## src/hdl/ght_pkg.sv

```systemverilog
package ght_pkg;

   // Defaults for the top-level parameters.
   localparam int unsigned DEF_SLOTS       = 128;
   localparam int unsigned DEF_HANDLE_BASE = 5;

   localparam logic [15:0] GEN_WRAP_VALUE = 16'hffff;
   localparam logic [15:0] GEN_FIRST      = 16'h0001;
   localparam logic [15:0] REFCOUNT_MAX   = 16'hffff;

   typedef enum logic [1:0] {
      OP_ALLOCATE = 2'd0,
      OP_LOCK     = 2'd1,
      OP_UNLOCK   = 2'd2,
      OP_LOOKUP   = 2'd3
   } op_type;

   typedef enum logic [1:0] {
      ST_OK       = 2'd0,
      ST_INVALID  = 2'd1,
      ST_FULL     = 2'd2,
      ST_SHUTDOWN = 2'd3
   } status_type;

   typedef struct packed {
      op_type      operation;
      logic [31:0] handle;
   } req_type;

   typedef struct packed {
      status_type  status;
      logic [31:0] handle_out;
      logic [6:0]  slot_index;
      logic        slot_released;
      logic        system_handle;
   } rsp_type;

endpackage

```

## src/hdl/ght_bypass_ram.sv

```systemverilog
module ght_bypass_ram import ght_pkg::*; #(
   parameter int unsigned WIDTH = 32,
   parameter int unsigned DEPTH = DEF_SLOTS
) (
   input  logic                     clock,
   input  logic                     wr_en,
   input  logic [$clog2(DEPTH)-1:0] wr_addr,
   input  logic [WIDTH-1:0]         wr_data,
   input  logic                     rd_en,
   input  logic [$clog2(DEPTH)-1:0] rd_addr,
   output logic [WIDTH-1:0]         rd_data
);

   logic [WIDTH-1:0] mem [DEPTH];
   logic [WIDTH-1:0] rd_data_ff;

   always_ff @(posedge clock) begin
      if (wr_en) begin
         mem[wr_addr] <= wr_data;
      end
   end

   // A write to the address being read in the same cycle is passed through.
   always_ff @(posedge clock) begin
      if (rd_en) begin
         if (wr_en && (wr_addr == rd_addr)) begin
            rd_data_ff <= wr_data;
         end else begin
            rd_data_ff <= mem[rd_addr];
         end
      end
   end

   assign rd_data = rd_data_ff;

endmodule

```

## config.mk

```make
export PLATFORM = sky130hd
export DESIGN_NAME = ght_bypass_ram
export DESIGN_NICKNAME = d
export VERILOG_FILES = /design/src/hdl/ght_pkg.sv /design/src/hdl/ght_bypass_ram.sv
export SDC_FILE = /design/constraint.sdc
export NUM_CORES = 2
export LEC_CHECK = 0
export BUFFER_PORTS_ARGS = -buffer_cell sky130_fd_sc_hd__buf_4
export CAP_MARGIN = 20
export CELL_PAD_IN_SITES_DETAIL_PLACEMENT = 1
export CELL_PAD_IN_SITES_GLOBAL_PLACEMENT = 2
export CORE_ASPECT_RATIO = 0.7
export CORE_MARGIN = 2
export CORE_UTILIZATION = 45
export DETAILED_ROUTE_END_ITERATION = 16
export GPL_ROUTABILITY_DRIVEN = 0
export MAX_ROUTING_LAYER = met4
export PLACE_DENSITY = 0.78
export REMOVE_ABC_BUFFERS = 1
export SYNTH_ARGS = -nofsm -noshare
export SYNTH_HDL_FRONTEND = slang
export SYNTH_SLANG_ARGS = --single-unit
```

## constraint.sdc

```tcl
create_clock -name clock -period 4.6 [get_ports clock]
set_input_delay 0.92 -clock clock [delete_from_list [all_inputs] [get_ports clock]]
set_output_delay 0.92 -clock clock [all_outputs]
set_load 0.02 [all_outputs]
```

* Yosys cells after proc, flatten, opt, wreduce, memory -nomap -nowiden *
Memory sizes are Yosys's and may differ from the RTL's. A register that Yosys moved wholly into a read port is not among the register bits.
Cells that the tools add are included.

word-level totals
  register bits after elaboration = 0
  RAM bits = 4096
  input bits = 49
  output and inout bits = 32
  word-level logic and storage cells = 3
  memories = 1

memory list
  name  words  bits a word  read ports  clocked after memory_dff  write ports  RTL line              text
  mem   128    32           1           1                         1            ght_bypass_ram.sv:14  logic [WIDTH-1:0] mem [DEPTH];

cells by class
  multiplexer cells = 2

operators by type and width
  kind               count
  two-way mux 1 bit  2

* Logic depth before layout (Yosys ltp) *
  word-level depth = 2
  mapped depth = 11
  depth with buffers taken out = 6

* Worst setup path after synthesis *
No wires, ideal clock.

  kind = input to register
  start point = input wr_addr[4]
  end point = memory mem[81][0] (enable)
  setup time = 461 ps
  arrival = 3927 ps
  required time = 4139 ps
  setup slack = 212 ps
  stages = 4
  buffers on the path = 1
  cells stage by stage = clkbuf_1 nor2b_1 nand3_1 nor3_1

RTL lines
  what                RTL line              text
  start: declaration  ght_bypass_ram.sv:7   input logic [$clog2(DEPTH)-1:0] wr_addr,
  end: declaration    ght_bypass_ram.sv:14

Straight into the memory's write port.

==> out/summary.txt <==
status -> finished clean
die width -> 712 µm
Clock Sinks -> 4128
Worst Path Required -> 5.25 ns
Max FO, Critical Path -> 34
RSZ-0062 raised after global routing -> no
Syn Inst Count -> 7030
maximum vdd drop -> 0.000310 V
leakage -> 56.6 nW
Max-cap violations -> 0
Synth area leaders -> edfxtp_1 (79%), mux4_2 (13%), mux2i_1 (2.8%), o22ai_1 (0.63%), a211oi_1 (0.60%)
H-tree depth -> 5
Setup Slack @ Placement -> -0.0412 ns
worst setup path class -> input pin to flip-flop
layout cells sized above 1 -> 0.284
TritonCTS clock tree -> done
number of setup violations in the final report -> 0
Max-slew headroom -> 0.136
TritonCTS Buffers -> 384
die height -> 500 µm
cell taking the most area after synthesis -> edfxtp_1
clock tree buffer depth -> 4
core footprint -> 0.348 mm²
number of fill cells -> 30400
Reg area -> 0.124 mm²
DRC viols -> 0
Final WS setup -> 0.789 ns
GRT Total Usage -> 0.268
violation count after the first detailed-route iteration -> 12400
Nets -> 7631
post-detailed-route count of antenna-violating nets -> 0
WL final -> 466 mm
synthesized area -> 0.158 mm²
Peak Freq -> 262 MHz
Setup crit end kind -> flip-flop
Avg Inst Size Synth -> 22.5 µm²
fraction of registers with async set/reset -> 0
P per Cell Area -> 433 mW/mm²
Finished Cell Area -> 0.181 mm²
drt first pass iters -> 6
final hold viol count -> 0
Initial Utilization -> 0.453
Worst-Skew Late Latency -> 0.95 ns
min Tclk post-route -> 3.81 ns
area grow syn2layout -> 14.5%
Multi-input gate area -> 0.0329 mm²
slew at the pin closest to its max-slew limit -> 1.30 ns
Worst Hold Class -> input pin to flip-flop
die area -> 0.356 mm²
Syn. warnings -> 0
FP Rows -> 181
Port Buffers -> 80
count leader, synth -> edfxtp_1
hold_buf cts -> 0
post-CTS resize count -> 0
Post-CTS Setup Bufs -> 0
dominant synthesized flop cell -> edfxtp_1
DPL Wire Length -> 268 mm
top cell type's share of synthesized area -> 0.785
Wirelength per Cell -> 37.0 µm
register bit total from synthesis -> 4128
Arr. time, crit path -> 4.46 ns
vias per cell -> 6.39
setup_tns -> 0 ns
placed cell area -> 0.168 mm²
fin. max-slew vios -> 0
library cells used by synthesis -> 39
CTS root buffer -> clkbuf_16
largest net degree at the start of global routing -> 103
vias in the first global route -> 81900
Post-synth EDFFs -> 4128
clock skew -> 0.0698 ns
clock-pin transition on the worst setup and hold timing paths -> 0.07 ns
grt ovf -> 0
Seq/Total Area, Yosys -> 0.785
Final period util -> 0.828
Startpoint Class -> input pin
first-pass GRT wire length -> 653 mm
Layout Utilization -> 0.519
initial antenna violation count -> 39
IO Pins -> 81
Vias -> 80400
synth cell count leaders -> edfxtp_1 (4128), mux4_2 (896), mux2i_1 (448), clkbuf_1 (224), o22ai_1 (160)
[through the flow]
step	cells	hold slack, ns	total power, mW
after floorplan	6608	0.843	43.9
after CTS	12600	0.480	78.5
after global placement	11800	0.996	46.7
after global routing	12600	0.352	80.0
final	12600	0.392	78.3
after detailed placement	11900	0.981	46.8
[cell usage in the layout (no fill, tap or decap), types with 5 or more instances in the layout]
cell / Yosys / layout
clkinv_2: 0 / 76
a21oi_1: 97 / 96
a32oi_1: 32 / 32
clkbuf_1: 224 / 58
bufinv_16: 0 / 43
mux4_2: 896 / 896
a221o_1: 32 / 32
clkbuf_16: 0 / 392
nor3_2: 0 / 9
buf_12: 0 / 75
nand2_1: 18 / 14
clkinvlp_4: 0 / 29
o22ai_1: 160 / 160
nand3_1: 14 / 10
or2_2: 6 / 6
inv_6: 0 / 6
buf_16: 0 / 5
edfxtp_1: 4128 / 4128
a211oi_1: 126 / 125
mux2i_1: 448 / 448
o21ai_1: 31 / 34
mux2_2: 34 / 34
clkinv_1: 32 / 113
nor4_2: 1 / 18
diode_2: 0 / 21
o221ai_1: 64 / 64
buf_4: 42 / 501
nor2_1: 126 / 5
nor3_1: 73 / 64
nor4_1: 32 / 14
nor2b_1: 103 / 101
xnor2_1: 5 / 5
o21ai_0: 32 / 29
nor2_4: 0 / 120
a22oi_1: 96 / 96
[state kept, by name, summed over array words and instances (netlist names)]
signal   flops
rd_data     32
mem       4096
[report_power, final]
group / internal [mW] / total (mW) / switching, mW
Sequential: 41.6 / 41.7 / 0.117
Clock: 18.0 / 32.2 / 14.2
Combinational: 1.50 / 4.42 / 2.92
Total: 61.1 / 78.3 / 17.2
[kinds of logic (layout without fill, tap and decap cells)]
kind of cell,count (synthesis),in the layout,synth area share
AO/OA/AOI/OAI,673,673,0.0295
XOR/XNOR,7,7,0.000388
buffers and inverters,455,1315,0.0138
flip-flops,4128,4128,0.785
multiplexers,1378,1378,0.159
other,0,21,0
AND/OR/NAND/NOR,389,389,0.0125
[critical path, cell delays in order]
cell	delay (ns)
buf_16	0.27
buf_12	0.26
buf_12	0.28
buf_12	0.23
buf_4	0.27
mux4_2	0.56
a22oi_1	0.24
a21oi_1	0.18
a21oi_1	0.86
o21ai_1	0.16
[layout make-up]
cell class,instances,area share
flip-flops and latches,4128,0.686
multi-input cells,2447,0.182
clock buffers,450,0.0555
well taps,4666,0.0323
repair buffers,588,0.0303
clock inverters,244,0.0132
inverters,33,0.000685
diodes,21,0.000291
[worst paths after layout]
| check | startpoint | to | slack (ns) | cells past startpoint |
|---|---|---|---|---|
| worst max-delay path | rd_addr[0] | rd_data[0] | 0.79 | 10 |
| worst min-delay path | wr_data[7] | mem[57][7] | 0.39 | 1 |
| worst max register to register | mem[27][16] | rd_data[16] | 1.78 | 5 |
| worst min register to register | mem[35][28] | rd_data[28] | 1.01 | 4 |
[layer usage]
| layer | track usage | up-vias | routed length (µm) |
|---|---|---|---|
| li1 | - | 31100 | - |
| met1 | 0.377 | 43700 | 186000 |
| met2 | 0.386 | 4770 | 209000 |
| met3 | 0.0716 | 738 | 56100 |
| met4 | 0.0803 | 0 | 14600 |
| met5 | - | - | 0 |
(Power assumes the default switching activity.)
